==> config.mk <==
export PLATFORM = sky130hd
export DESIGN_NAME = bba_ctrl
export DESIGN_NICKNAME = d
export VERILOG_FILES = /design/src/rtl/bba_pkg.sv /design/src/rtl/bba_ctrl.sv
export SDC_FILE = /design/constraint.sdc
export NUM_CORES = 1
export LEC_CHECK = 0
export BUFFER_PORTS_ARGS = -buffer_cell sky130_fd_sc_hd__clkbuf_2
export CORE_MARGIN = 5
export CORE_UTILIZATION = 30
export CTS_BUF_LIST = sky130_fd_sc_hd__clkbuf_16
export CTS_CLUSTER_SIZE = 12
export DETAILED_ROUTE_END_ITERATION = 10
export SYNTH_ARGS = -nofsm -noshare
export SYNTH_HDL_FRONTEND = slang
export SYNTH_SLANG_ARGS = --single-unit
==> constraint.sdc <==
create_clock -name clk -period 3.6 [get_ports clk]
set_input_delay 0.36 -clock clk [delete_from_list [all_inputs] [get_ports clk]]
set_output_delay 0.36 -clock clk [all_outputs]
set_load 0.02 [all_outputs]
==> src/rtl/bba_pkg.sv <==
// Shared constants, types and helper functions of the buddy block allocator.
// Used by every module under rtl except bba_ram; depends on nothing.
`timescale 1ns / 1ps
`default_nettype none

package bba_pkg;

	localparam int NUM_PAGES      = 16;
	localparam int LEVEL_COUNT    = 8;
	localparam int MIN_SHIFT      = 5;
	localparam int HEADER_BYTES   = 24;

	localparam int TOP_LEVEL      = LEVEL_COUNT - 1;
	localparam int UNITS_PER_PAGE = 1 << TOP_LEVEL;
	localparam int UNIT_COUNT     = NUM_PAGES * UNITS_PER_PAGE;

	localparam int UNIT_W    = $clog2(UNIT_COUNT);
	localparam int LINK_W    = $clog2(UNIT_COUNT + 1);
	localparam int LVL_W     = (LEVEL_COUNT > 1) ? $clog2(LEVEL_COUNT) : 1;
	localparam int PAGE_W    = $clog2(NUM_PAGES + 1);
	localparam int SIZE_W    = 12;
	localparam int ADDR_W    = 16;
	localparam int BYTES_W   = 17;
	localparam int STATUS_W  = 3;
	localparam int LIMIT_W   = 5;
	localparam int OUT_LVL_W = 3;

	// null link: one past the last unit
	localparam logic [LINK_W-1:0]  NIL         = LINK_W'(UNIT_COUNT);
	localparam logic [LIMIT_W-1:0] LIMIT_RESET = LIMIT_W'(16);

	localparam logic FUNC_ALLOC = 1'b0;
	localparam logic FUNC_FREE  = 1'b1;

	typedef enum logic [STATUS_W-1:0] {
		ST_OK,
		ST_ZERO,
		ST_BIG,
		ST_FULL,
		ST_IGNORED
	} status_t;

	typedef enum logic [3:0] {
		CMD_NONE,
		CMD_LOAD,
		CMD_DECODE,
		CMD_UNLINK_HEAD1,
		CMD_UNLINK_HEAD2,
		CMD_SPLIT_PUSH,
		CMD_PUSH_LINK,
		CMD_ALLOC_FIN,
		CMD_FREE_CHECK,
		CMD_MERGE_READ,
		CMD_MERGE_UNLINK1,
		CMD_MERGE_UNLINK2,
		CMD_FREE_PUSH,
		CMD_RESP
	} cmd_t;

	typedef enum logic [3:0] {
		S_IDLE,
		S_DECODE,
		S_UL1,
		S_UL2,
		S_SPLIT,
		S_PUSH2,
		S_FREE_CHK,
		S_MERGE,
		S_M_TEST,
		S_M_UL2,
		S_RESP
	} state_t;

	typedef struct packed {
		logic is_free;
		logic dec_err;
		logic dec_found;
		logic free_taken;
		logic split_more;
		logic at_top;
		logic bud_free;
		logic out_busy;
	} dp_status_t;

	function automatic logic [BYTES_W-1:0] blk_bytes(input logic [LVL_W-1:0] l);
		return BYTES_W'(33'd1 << (32'(l) + MIN_SHIFT));
	endfunction

	// out-of-range level codes read as the top level
	function automatic logic [LVL_W-1:0] lv_fix(input logic [LVL_W-1:0] l);
		return (32'(l) < LEVEL_COUNT) ? l : LVL_W'(TOP_LEVEL);
	endfunction

endpackage

`default_nettype wire

==> src/rtl/bba_ctrl.sv <==
// Sequencer of the buddy block allocator: walks each request through its steps.
// Depends on bba_pkg.
`timescale 1ns / 1ps
`default_nettype none

module bba_ctrl (
	input  wire logic               clk,
	input  wire logic               arst_n,
	input  wire logic               in_valid,
	output logic                    in_ready,
	input  wire bba_pkg::dp_status_t st,
	output bba_pkg::cmd_t           cmd
);

	bba_pkg::state_t state_q, state_d;

	always_ff @(posedge clk or negedge arst_n) begin
		if (!arst_n) begin
			state_q <= bba_pkg::S_IDLE;
		end else begin
			state_q <= state_d;
		end
	end

	always_comb begin
		state_d = state_q;
		case (state_q)
			bba_pkg::S_IDLE: begin
				if (in_valid) state_d = bba_pkg::S_DECODE;
			end
			bba_pkg::S_DECODE: begin
				if (st.dec_err)        state_d = bba_pkg::S_RESP;
				else if (st.is_free)   state_d = bba_pkg::S_FREE_CHK;
				else if (st.dec_found) state_d = bba_pkg::S_UL1;
				else                   state_d = bba_pkg::S_SPLIT;
			end
			bba_pkg::S_UL1:   state_d = bba_pkg::S_UL2;
			bba_pkg::S_UL2:   state_d = bba_pkg::S_SPLIT;
			bba_pkg::S_SPLIT: begin
				state_d = st.split_more ? bba_pkg::S_PUSH2 : bba_pkg::S_RESP;
			end
			bba_pkg::S_PUSH2: begin
				state_d = st.is_free ? bba_pkg::S_RESP : bba_pkg::S_SPLIT;
			end
			bba_pkg::S_FREE_CHK: begin
				state_d = st.free_taken ? bba_pkg::S_MERGE : bba_pkg::S_RESP;
			end
			bba_pkg::S_MERGE: begin
				state_d = st.at_top ? bba_pkg::S_PUSH2 : bba_pkg::S_M_TEST;
			end
			bba_pkg::S_M_TEST: begin
				state_d = st.bud_free ? bba_pkg::S_M_UL2 : bba_pkg::S_PUSH2;
			end
			bba_pkg::S_M_UL2: state_d = bba_pkg::S_MERGE;
			bba_pkg::S_RESP: begin
				if (!st.out_busy) state_d = bba_pkg::S_IDLE;
			end
			default: state_d = bba_pkg::S_IDLE;
		endcase
	end

	always_comb begin
		cmd      = bba_pkg::CMD_NONE;
		in_ready = 1'b0;
		case (state_q)
			bba_pkg::S_IDLE: begin
				in_ready = 1'b1;
				if (in_valid) cmd = bba_pkg::CMD_LOAD;
			end
			bba_pkg::S_DECODE: cmd = bba_pkg::CMD_DECODE;
			bba_pkg::S_UL1:    cmd = bba_pkg::CMD_UNLINK_HEAD1;
			bba_pkg::S_UL2:    cmd = bba_pkg::CMD_UNLINK_HEAD2;
			bba_pkg::S_SPLIT: begin
				cmd = st.split_more ? bba_pkg::CMD_SPLIT_PUSH : bba_pkg::CMD_ALLOC_FIN;
			end
			bba_pkg::S_PUSH2:    cmd = bba_pkg::CMD_PUSH_LINK;
			bba_pkg::S_FREE_CHK: cmd = bba_pkg::CMD_FREE_CHECK;
			bba_pkg::S_MERGE: begin
				cmd = st.at_top ? bba_pkg::CMD_FREE_PUSH : bba_pkg::CMD_MERGE_READ;
			end
			bba_pkg::S_M_TEST: begin
				cmd = st.bud_free ? bba_pkg::CMD_MERGE_UNLINK1 : bba_pkg::CMD_FREE_PUSH;
			end
			bba_pkg::S_M_UL2: cmd = bba_pkg::CMD_MERGE_UNLINK2;
			bba_pkg::S_RESP: begin
				if (!st.out_busy) cmd = bba_pkg::CMD_RESP;
			end
			default: cmd = bba_pkg::CMD_NONE;
		endcase
	end

endmodule

`default_nettype wire

==> flow_metrics.env, run 1 <==
export IMPL_grt_overflow=0
export IMPL_rows=14
export IMPL_cts_tree="done"
export IMPL_finalSetupTns_ns=0
export IMPL_vias=570
export IMPL_min_to="state_q[0]"
export IMPL_final_nets=95
export IMPL_start_util_pct=30.92
export IMPL_crit_required_ns=3.24
export IMPL_placed_cells=94
export IMPL_grt_pass1_wl_um=2028
export IMPL_status="complete, no violations"
export IMPL_post_cts_buffers=0
export IMPL_p_leak_nw=0.2855
export IMPL_hold_class="primary input to flop"
export IMPL_fmaxAchievable_ghz=0.4896
export IMPL_area_growth_pct=33.42
export IMPL_routed_wl_met2_um=570
export IMPL_drt_initial_drc_count=25
export IMPL_worstMarginPinSlew_ns=0.4822
export IMPL_maxCapViolCount=0
export IMPL_cp_end_kind="primary output"
export IMPL_crit_slowest_cell="dfrtp_1"
export IMPL_critPathMaxFanout=18
export IMPL_r2r_slack_ns=1.89
export IMPL_arrival_ns=1.68
export IMPL_routed_top_layer="met4"
export IMPL_critical_path_class="flop to primary output"
export IMPL_cts_buffer_depth=2
export IMPL_wl_per_cell_um=12.77
export IMPL_r2r_start="state_q[0]"
export IMPL_power_per_cell_area_mw_per_mm2=1015
export IMPL_drt_drc_violations_left=0
export IMPL_drv_slew=0
export IMPL_whs_path_depth=3
export IMPL_dieArea_sq_mm=0.002418
export IMPL_critPathTopFamily="flip-flops"
export IMPL_io_buffers=15
export IMPL_drtAntennaViolNets=0
export IMPL_clk_latency_ns=0.22
export IMPL_root_buffer="clkbuf_16"
export IMPL_h_tree_depth=1
export IMPL_yosysWarnings=0
export IMPL_ys_ff_latch=4
export IMPL_period_minus_slack_ns=2.043
export IMPL_largest_reg_flops=4
export IMPL_met1Wirelength_um=579
export IMPL_yosysUniqueCellTypes=27
export IMPL_clock_sinks=4
export IMPL_ios=16
export IMPL_relSlewSlack_pct=67.85
export IMPL_post_cts_resized=0
export IMPL_clkTransAtPathRegs_ns=0.03
export IMPL_path_cells="or2_1, nor3b_1, o21bai_1, o221ai_1, clkbuf_2"
export IMPL_post_route_period_util_pct=56.74
export IMPL_hp_start="in_valid"
export IMPL_diodes=0
export IMPL_via_per_inst=5.816
export IMPL_die_x_um=49.18
export IMPL_routabilityCongestion=0.8620
export IMPL_coreArea_sq_mm=0.001489
export IMPL_stdcell_count=98
export IMPL_synth_cells=68
export IMPL_grt_max_degree=19
export IMPL_finalSetupViolations=0
export IMPL_hold_viol=0
export IMPL_wl_met3_um=93
export IMPL_syn_area_sq_um=460.4
export IMPL_synth_fp_nets=79
export IMPL_startpoint_type="flop"
export IMPL_grt_setup_unrepaired="false"
export IMPL_largest_registers="state_q x4"
export IMPL_die_y_um=49.18
export IMPL_skew_ns=0.0004118
export IMPL_drive_gt1_share_pct=21.95
export IMPL_reg2reg_to="state_q[0]"
export IMPL_ir_drop_uv=356.4
export IMPL_yosysSeqAreaShare_pct=21.74
export IMPL_synth_area_per_cell_sq_um=6.771
export IMPL_reg2regPathDepth=4
export IMPL_grt_pass1_vias=444
export IMPL_cts_buffers=3
export IMPL_largest_register="state_q"
export IMPL_antenna_found_initial=0
export IMPL_grtUsageTotal_pct=10.17
export IMPL_ctsHoldBuffers=1
export IMPL_fillCellCount=155
export IMPL_whs_ns=0.4189
export IMPL_wirelength_um=1251
export IMPL_drt_pass1_iter_count=4
export IMPL_max_stage_delay_ns=0.54
export IMPL_critPathBufInv=1
export IMPL_hpwl_um=953.7
==> through the flow <==
stage	setup WS [ns]	power, W	instance area, sq um	util, %
after global routing	1.472	0.0006732	614.3	41.26
after detailed placement	1.793	0.0004525	529.3	35.55
after global placement	1.799	0.0004550	529.3	35.55
after CTS	1.558	0.0006261	614.3	41.26
after floorplan	1.959	0.0003820	460.4	-
final	1.557	0.0006235	614.3	41.26
==> per-layer routing <==
metal / global-route usage (%) / vias up
met3: 2.141 / 2
met5: 0 / -
met4: 4.036 / 0
li1: - / 283
met1: 13.97 / 260
met2: 15.24 / 25
==> Yosys cell counts <==
cell       number  share of area [%]
a21oi_1         8                8.7
nor2_1          7                5.7
inv_1           5                4.1
nand2_1         5                4.1
o21ai_0         5                5.4
clkbuf_1        4                3.3
dfrtp_1         4                 22
nand2b_1        3                4.1
nand3_1         3                3.3
a22o_1          2                3.8
a31oi_1         2                2.7
nor2b_1         2                2.7
nor3_1          2                2.2
o221ai_1        2                3.8
or2_1           2                2.7
a221oi_1        1                1.9
a222oi_1        1                2.2
a2bb2oi_1       1                1.9
a32oi_1         1                1.9
buf_6           1                2.4
nand4_1         1                1.4
nor3b_1         1                1.6
o21bai_1        1                1.6
o22ai_1         1                1.4
o311ai_1        1                1.9
or3b_1          1                1.9
or4_1           1                1.6
==> logic make-up after synthesis <==
group	after synthesis	share of synthesized area, %
and+or+nand+nor	28	31.25
AOI/OAI and AO/OA	26	37.23
buffers and inverters	10	9.782
DFF	4	21.74
==> worst reg2reg max path: stages, from the launching register on <==
cell and delay (ns):
dfrtp_1 0.54, or3b_1 0.44, a21oi_1 0.16, a31oi_1 0.09
a222oi_1 0.36
==> worst max path at each step <==
stage	start	to	slack (ns)	cells after the start
2_1_floorplan	state_q[1]	in_ready	1.96	3
3_3_place_gp	state_q[0]	cmd[2]	1.80	5
3_5_place_dp	state_q[0]	cmd[2]	1.79	5
4_1_cts	state_q[0]	cmd[2]	1.56	5
5_1_grt	state_q[0]	cmd[2]	1.47	5
6_report	state_q[0]	cmd[2]	1.56	5
==> layout make-up <==
class / count / area [sq um] / area share [%]
multi-input cells: 54 / 315.3 / 51.32
repair buffers: 16 / 85.08 / 13.85
inverters: 5 / 18.77 / 3.055
well taps: 16 / 20.02 / 3.259
clock buffers: 3 / 75.07 / 12.22
flip-flops and latches: 4 / 100.1 / 16.29
==> cell usage in the layout (no fill, tap or decap), drive strengths merged, types with 2 or more instances in the layout <==
cell type and n:
a21oi 8, a22o 2, a31oi 2, clkbuf 18
dfrtp 4, inv 5, nand2 5, nand2b 3
nand3 3, nor2 7, nor2b 2, nor3 2
o21ai 5, o221ai 2, or2 2
==> power by group <==
part	switching, W	total (W)	internal [W]
logic	0.000185	0.000319	0.000134
registers	0.0000689	0.000135	0.0000657
clock network	0.0000285	0.000170	0.000142
Note: power is estimated with default switching activity, not from simulation.
==> run 2, diff against run 1 <==
--- a/config.mk
+++ b/config.mk
@@ -5,6 +5,7 @@
 export SDC_FILE = /design/constraint.sdc
 export NUM_CORES = 1
 export LEC_CHECK = 0
+export ABC_AREA = 1
 export BUFFER_PORTS_ARGS = -buffer_cell sky130_fd_sc_hd__clkbuf_2
 export CORE_MARGIN = 5
 export CORE_UTILIZATION = 30
==> constraint.sdc (replaced) <==
create_clock -name clk -period 2.07 [get_ports clk]
set_input_delay 0.207 -clock clk [delete_from_list [all_inputs] [get_ports clk]]
set_output_delay 0.207 -clock clk [all_outputs]
set_load 0.02 [all_outputs]
==> flow_metrics.env, run 2 <==
export IMPL_grt_setup_unrepaired="false"
export IMPL_clock_sinks=4
export IMPL_max_stage_delay_ns=0.37
export IMPL_crit_slowest_cell="nor2_2"
export IMPL_netlist_top_cells_count="20 x nand2_1, 12 x nand3_1, 11 x nor2_1, 9 x inv_1"
export IMPL_drv_slew=0
export IMPL_hold_viol=0
export IMPL_critical_path_class="flop to primary output"
export IMPL_fmaxAchievable_ghz=0.5656
export IMPL_hp_start="in_valid"
export IMPL_period_minus_slack_ns=1.768
export IMPL_arrival_ns=1.56
export IMPL_ir_drop_uv=584.9
export IMPL_yosys_top_cells_area="dfrtp_1 21%, nand2_1 16%, nand3_1 12%"
export IMPL_critPathBufInv=2
export IMPL_ff_latch_area_sq_um=100.1
export IMPL_clkTransAtPathRegs_ns=0.03
export IMPL_synth_cells=81
export IMPL_finalSetupViolations=0
export IMPL_diodes=0
export IMPL_p_total_w=0.001115
export IMPL_synth_compound_area_share_pct=8.571
export IMPL_relSlewSlack_pct=69.33
export IMPL_drt_pass1_iter_count=4
export IMPL_area_growth_pct=35.84
export IMPL_critPathTopFamily="simple AND/OR/NAND/NOR gates"
export IMPL_wirelength_um=1308
export IMPL_syn_area_sq_um=481.7
export IMPL_skew_ns=0.002103
export IMPL_hpwl_um=1049
export IMPL_synthMuxAreaShare_pct=0
export IMPL_grtUsageTotal_pct=11.36
export IMPL_grt_pass1_vias=488
export IMPL_coreArea_sq_mm=0.001506
export IMPL_vias=564
export IMPL_post_cts_resized=0
export IMPL_cts_buffers=3
export IMPL_die_y_um=50.07
export IMPL_p_seq_share_pct=14.5
export IMPL_root_buffer="clkbuf_16"
export IMPL_ctsHoldBuffers=1
export IMPL_cts_tree="done"
export IMPL_r2r_start="state_q[2]"
export IMPL_ys_ff_latch=4
export IMPL_yosysWarnings=0
export IMPL_ios=16
export IMPL_cpMostUsedCell="nand3_1"
export IMPL_synth_main_ff_cell="dfrtp_1"
export IMPL_dieArea_sq_mm=0.002507
export IMPL_grt_pass1_wl_um=2014
export IMPL_p_int_w=0.0005766
export IMPL_finish_utilization_pct=43.44
export IMPL_p_leak_nw=0.3663
export IMPL_start_util_pct=31.98
export IMPL_crit_start="state_q[2]"
export IMPL_drt_initial_drc_count=11
export IMPL_multiInputGateArea_sq_um=332.8
export IMPL_synth_fp_nets=92
export IMPL_startpoint_type="flop"
export IMPL_grt_max_degree=13
export IMPL_clk_latency_ns=0.23
export IMPL_cts_buffer_depth=2
export IMPL_placed_cells=111
export IMPL_power_switching_w=0.0005388
export IMPL_post_cts_buffers=0
export IMPL_io_buffers=15
export IMPL_synth_edff_count=0
export IMPL_post_route_period_util_pct=85.42
export IMPL_synth_simple_gate_area_share_pct=60.52
export IMPL_via_per_inst=4.904
export IMPL_yosysUniqueCellTypes=19
export IMPL_swShare_pct=48.31
export IMPL_h_tree_depth=1
export IMPL_final_common_cell="nand2_1"
export IMPL_power_per_cell_area_mw_per_mm2=1705
export IMPL_grt_overflow=0
export IMPL_routabilityCongestion=0.8121
export IMPL_worstMarginPinSlew_ns=0.4596
export IMPL_synth_top_area_share_pct=20.78
export IMPL_wl_per_cell_um=11.37
export IMPL_yosys_area_share_xor_xnor_pct=0
export IMPL_stdcell_count=115
export IMPL_maxCapViolCount=0
export IMPL_drtAntennaViolNets=0
export IMPL_status="complete, no violations"
export IMPL_yosysSeqAreaShare_pct=20.78
export IMPL_rows=14
export IMPL_fillCellCount=161
export IMPL_crit_required_ns=1.86
export IMPL_die_x_um=50.07
export IMPL_drive_gt1_share_pct=30.30
export IMPL_synth_adder_area_share_pct=0
export IMPL_synth_most_common_cell="nand2_1"
export IMPL_cp_end_kind="primary output"
export IMPL_critPathMaxFanout=12
export IMPL_largest_register="state_q"
export IMPL_async_reset_ff_share_pct=100.0
export IMPL_antenna_found_initial=0
export IMPL_power_share_combinational_pct=58.3
export IMPL_clkPwrFrac_pct=27.1
export IMPL_final_nets=112
export IMPL_finalSetupTns_ns=0
export IMPL_largest_registers="state_q x4"
export IMPL_synth_area_per_cell_sq_um=5.947
export IMPL_path_cells="inv_1, nor2_2, nand3_1, nand3_1, clkbuf_2"
export IMPL_synth_largest_area_cell="dfrtp_1"
export IMPL_hold_class="primary input to flop"
export IMPL_whs_ns=0.3199
export IMPL_mostFrequentLayoutCells="20 x nand2_1, 15 x clkbuf_2, 12 x nand3_1"
export IMPL_synth_top_family_by_area="simple AND/OR/NAND/NOR gates"
export IMPL_largest_reg_flops=4
export IMPL_drt_drc_violations_left=0
==> run 2: cell count changes in the layout (fill, tap and decap cells not counted), moves of 3 or more <==
| cell | before | now |
|---|---|---|
| nand2_1 | 5 | 20 |
| nand3_1 | 3 | 12 |
| a21oi_1 | 8 | 3 |
| inv_1 | 5 | 9 |
| nand2_2 | 0 | 4 |
| nand3b_1 | 0 | 4 |
| nor2_1 | 7 | 11 |
| nand2b_1 | 3 | 0 |
| o21ai_0 | 5 | 2 |
==> run 2: path summary, 6_finish.rpt <==
kind / to / cells after the start / slack [ns]
min in group asynchronous: state_q[2] / 2 / 0.33
max in group asynchronous: state_q[0] / 2 / 1.61
worst max-delay path: cmd[2] / 5 / 0.30
worst min register to register: state_q[3] / 3 / 0.71
worst min-delay path: state_q[0] / 3 / 0.32
worst max register to register: state_q[0] / 6 / 0.68
==> run 2: cell families after synthesis <==
family                 count (synthesis)
and+or+nand+nor                       58
DFF                                    4
buffers and inverters                 12
AOI/OAI and AO/OA                      7
==> run 2: per-stage QoR <==
stage / cell area [sq um] / setup WS [ns]
2_1_floorplan: 481.7 / 0.8210
3_3_place_gp: 569.3 / 0.5480
3_5_place_dp: 569.3 / 0.5463
4_1_cts: 654.4 / 0.2962
5_1_grt: 654.4 / 0.1671
6_report: 654.4 / 0.3019
==> run 2: power groups by stage <==
stage	clock (W)	combinational (W)	sequential, W
after floorplan	0	0.000500	0.000156
after global placement	0	0.000652	0.000161
after detailed placement	0	0.000654	0.000162
after CTS	0.000310	0.000657	0.000161
after global routing	0.000316	0.000722	0.000167
final	0.000303	0.000651	0.000162
==> run 2: metal layers <==
metal / wire length (um) / vias up / GRT usage, %
met1: 570 / 241 / 11.67
met5: 0 / - / 0
li1: - / 300 / -
met4: 48 / 0 / 10.48
met3: 88 / 6 / 5.120
met2: 601 / 17 / 16.74
==> run 2: layout make-up <==
class,count,area share [%]
multi-input combinational,65,50.86
sequential,4,15.30
timing repair buffer,16,13.00
clock buffer,3,11.47
inverter,11,6.310
tap,16,3.059
==> run 2: worst register-to-register path, delay by kind of cell (launching register included) <==
kind                   cells  cell delay, ns
and+or+nand+nor            3            0.73
DFF                        1            0.35
buffers and inverters      2            0.12
AOI/OAI and AO/OA          1            0.12
==> run 3, diff against run 2 <==
--- a/config.mk
+++ b/config.mk
@@ -7,11 +7,12 @@
 export LEC_CHECK = 0
 export ABC_AREA = 1
 export BUFFER_PORTS_ARGS = -buffer_cell sky130_fd_sc_hd__clkbuf_2
-export CORE_MARGIN = 5
-export CORE_UTILIZATION = 30
+export CORE_AREA = 5 5 42 44
 export CTS_BUF_LIST = sky130_fd_sc_hd__clkbuf_16
 export CTS_CLUSTER_SIZE = 12
 export DETAILED_ROUTE_END_ITERATION = 10
+export DIE_AREA = 0 0 47 49
+export SETUP_SLACK_MARGIN = 0.4
 export SYNTH_ARGS = -nofsm -noshare
 export SYNTH_HDL_FRONTEND = slang
 export SYNTH_SLANG_ARGS = --single-unit
==> flow_metrics.env, run 3 (synthesis gave the netlist of run 2 again) <==
export IMPL_status="complete, no violations"
export IMPL_skew_ns=0.001582
export IMPL_rows=14
export IMPL_drt_initial_drc_count=9
export IMPL_grtUsageTotal_pct=12.83
export IMPL_clkTransAtPathRegs_ns=0.03
export IMPL_drive_gt1_share_pct=41.00
export IMPL_grt_pass1_vias=527
export IMPL_diodes=0
export IMPL_relSlewSlack_pct=86.98
export IMPL_grt_max_degree=13
export IMPL_grt_setup_unrepaired="false"
export IMPL_finalSetupViolations=0
export IMPL_coreArea_sq_mm=0.001401
export IMPL_place_area_sq_um=569.3
export IMPL_ir_drop_uv=874.4
export IMPL_final_nets=113
export IMPL_placed_cells=111
export IMPL_area_growth_pct=43.64
export IMPL_die_x_um=47
export IMPL_worstMarginPinSlew_ns=0.1933
export IMPL_startpoint_type="flop"
export IMPL_drt_drc_violations_left=0
export IMPL_period_minus_slack_ns=1.585
export IMPL_final_common_cell="nand2_1"
export IMPL_die_y_um=49
export IMPL_hpwl_um=1052
export IMPL_arrival_ns=1.38
export IMPL_dieArea_sq_mm=0.002303
export IMPL_fmaxAchievable_ghz=0.6311
export IMPL_power_per_cell_area_mw_per_mm2=1721
export IMPL_vias=582
export IMPL_drtAntennaViolNets=0
export IMPL_h_tree_depth=1
export IMPL_critical_path_class="flop to primary output"
export IMPL_grt_overflow=0
export IMPL_via_per_inst=5.017
export IMPL_crit_required_ns=1.86
export IMPL_maxCapViolCount=0
export IMPL_final_area_sq_um=691.9
export IMPL_start_util_pct=34.38
export IMPL_largest_reg_flops=4
export IMPL_cts_buffer_depth=2
export IMPL_stdcell_count=116
export IMPL_post_route_period_util_pct=76.55
export IMPL_io_buffers=15
export IMPL_hold_viol=0
export IMPL_largest_registers="state_q x4"
export IMPL_grt_pass1_wl_um=2228
export IMPL_drv_slew=0
export IMPL_clock_sinks=4
export IMPL_mostFrequentLayoutCells="20 x nand2_1, 15 x clkbuf_2, 12 x nand3_1"
export IMPL_cts_tree="done"
export IMPL_wl_per_cell_um=11.66
export IMPL_drt_pass1_iter_count=4
export IMPL_routabilityCongestion=0.9185
export IMPL_cts_buffers=3
export IMPL_ios=16
export IMPL_finalSetupTns_ns=0
export IMPL_largest_register="state_q"
export IMPL_p_leak_nw=0.3671
export IMPL_antenna_found_initial=0
export IMPL_cp_end_kind="primary output"
export IMPL_wirelength_um=1352
export IMPL_root_buffer="clkbuf_16"
export IMPL_critPathMaxFanout=4
export IMPL_hold_class="primary input to flop"
export IMPL_clk_latency_ns=0.22
## run 3: cell types whose count changed in the layout (fill, tap and decap cells not counted), sizes merged
cell  before  now
buf        0    1
## run 3: power by group
part | internal [W] | switching (W) | leakage, nW | total (W)
Combinational | 0.000242 | 0.000462 | 0.285 | 0.000704
Clock | 0.000246 | 0.0000491 | 0.0370 | 0.000295
Sequential | 0.000123 | 0.0000677 | 0.0454 | 0.000191
Total | 0.000612 | 0.000579 | 0.367 | 0.00119
## run 3: final timing paths
kind	slack, ns	from	cells past startpoint	end
max	0.49	state_q[2]	6	cmd[1]
min	0.32	st[6]	4	state_q[2]
max reg2reg	0.80	state_q[2]	7	state_q[2]
min reg2reg	0.76	state_q[2]	3	state_q[1]
max in group asynchronous	1.60	arst_n	2	state_q[1]
min in group asynchronous	0.33	arst_n	2	state_q[3]
## run 3: critical path: stages (launching register included)
cell,delay (ns)
dfrtp_2,0.44
inv_2,0.11
nand2_1,0.11
nor2_4,0.16
nand2_1,0.09
nand3_1,0.09
clkbuf_2,0.17
## run 3: what timing repair did
item,CTS,global route
hold buffers,1,0
setup buffers,0,1
pin swaps,0,1
resized for setup,3,10
setup endpoints to repair,4,4
endpoints found under the hold margin,4,0
## run 3: metrics by stage
stage	util [%]	setup slack, ns	power (W)	hold slack [ns]
after CTS	47.41	0.4153	0.001138	0.3261
after global placement	40.63	0.5216	0.0008226	0.01434
after global routing	49.38	0.4282	0.001293	0.3483
after floorplan	-	0.8210	0.0006555	-0.08859
after detailed placement	40.63	0.5642	0.0008143	0.01576
final	49.38	0.4854	0.001191	0.3176
## run 3: final cells by class
| cell class | instances | area, sq um |
|---|---|---|
| well taps | 16 | 20.02 |
| multi-input cells | 65 | 357.8 |
| inverters | 11 | 41.29 |
| flip-flops and latches | 4 | 105.1 |
| clock buffers | 3 | 75.07 |
| repair buffers | 17 | 92.59 |
| fillers | 146 | 709.4 |
## run 3: metal layers
layer	share of wire, %	vias to the layer above	track usage, %	routed length (um)
li1	-	302	-	-
met4	1.3	0	4.147	17
met5	0	-	0	0
met1	43	254	17.40	582
met3	7.2	2	3.690	97
met2	48	24	19.00	655
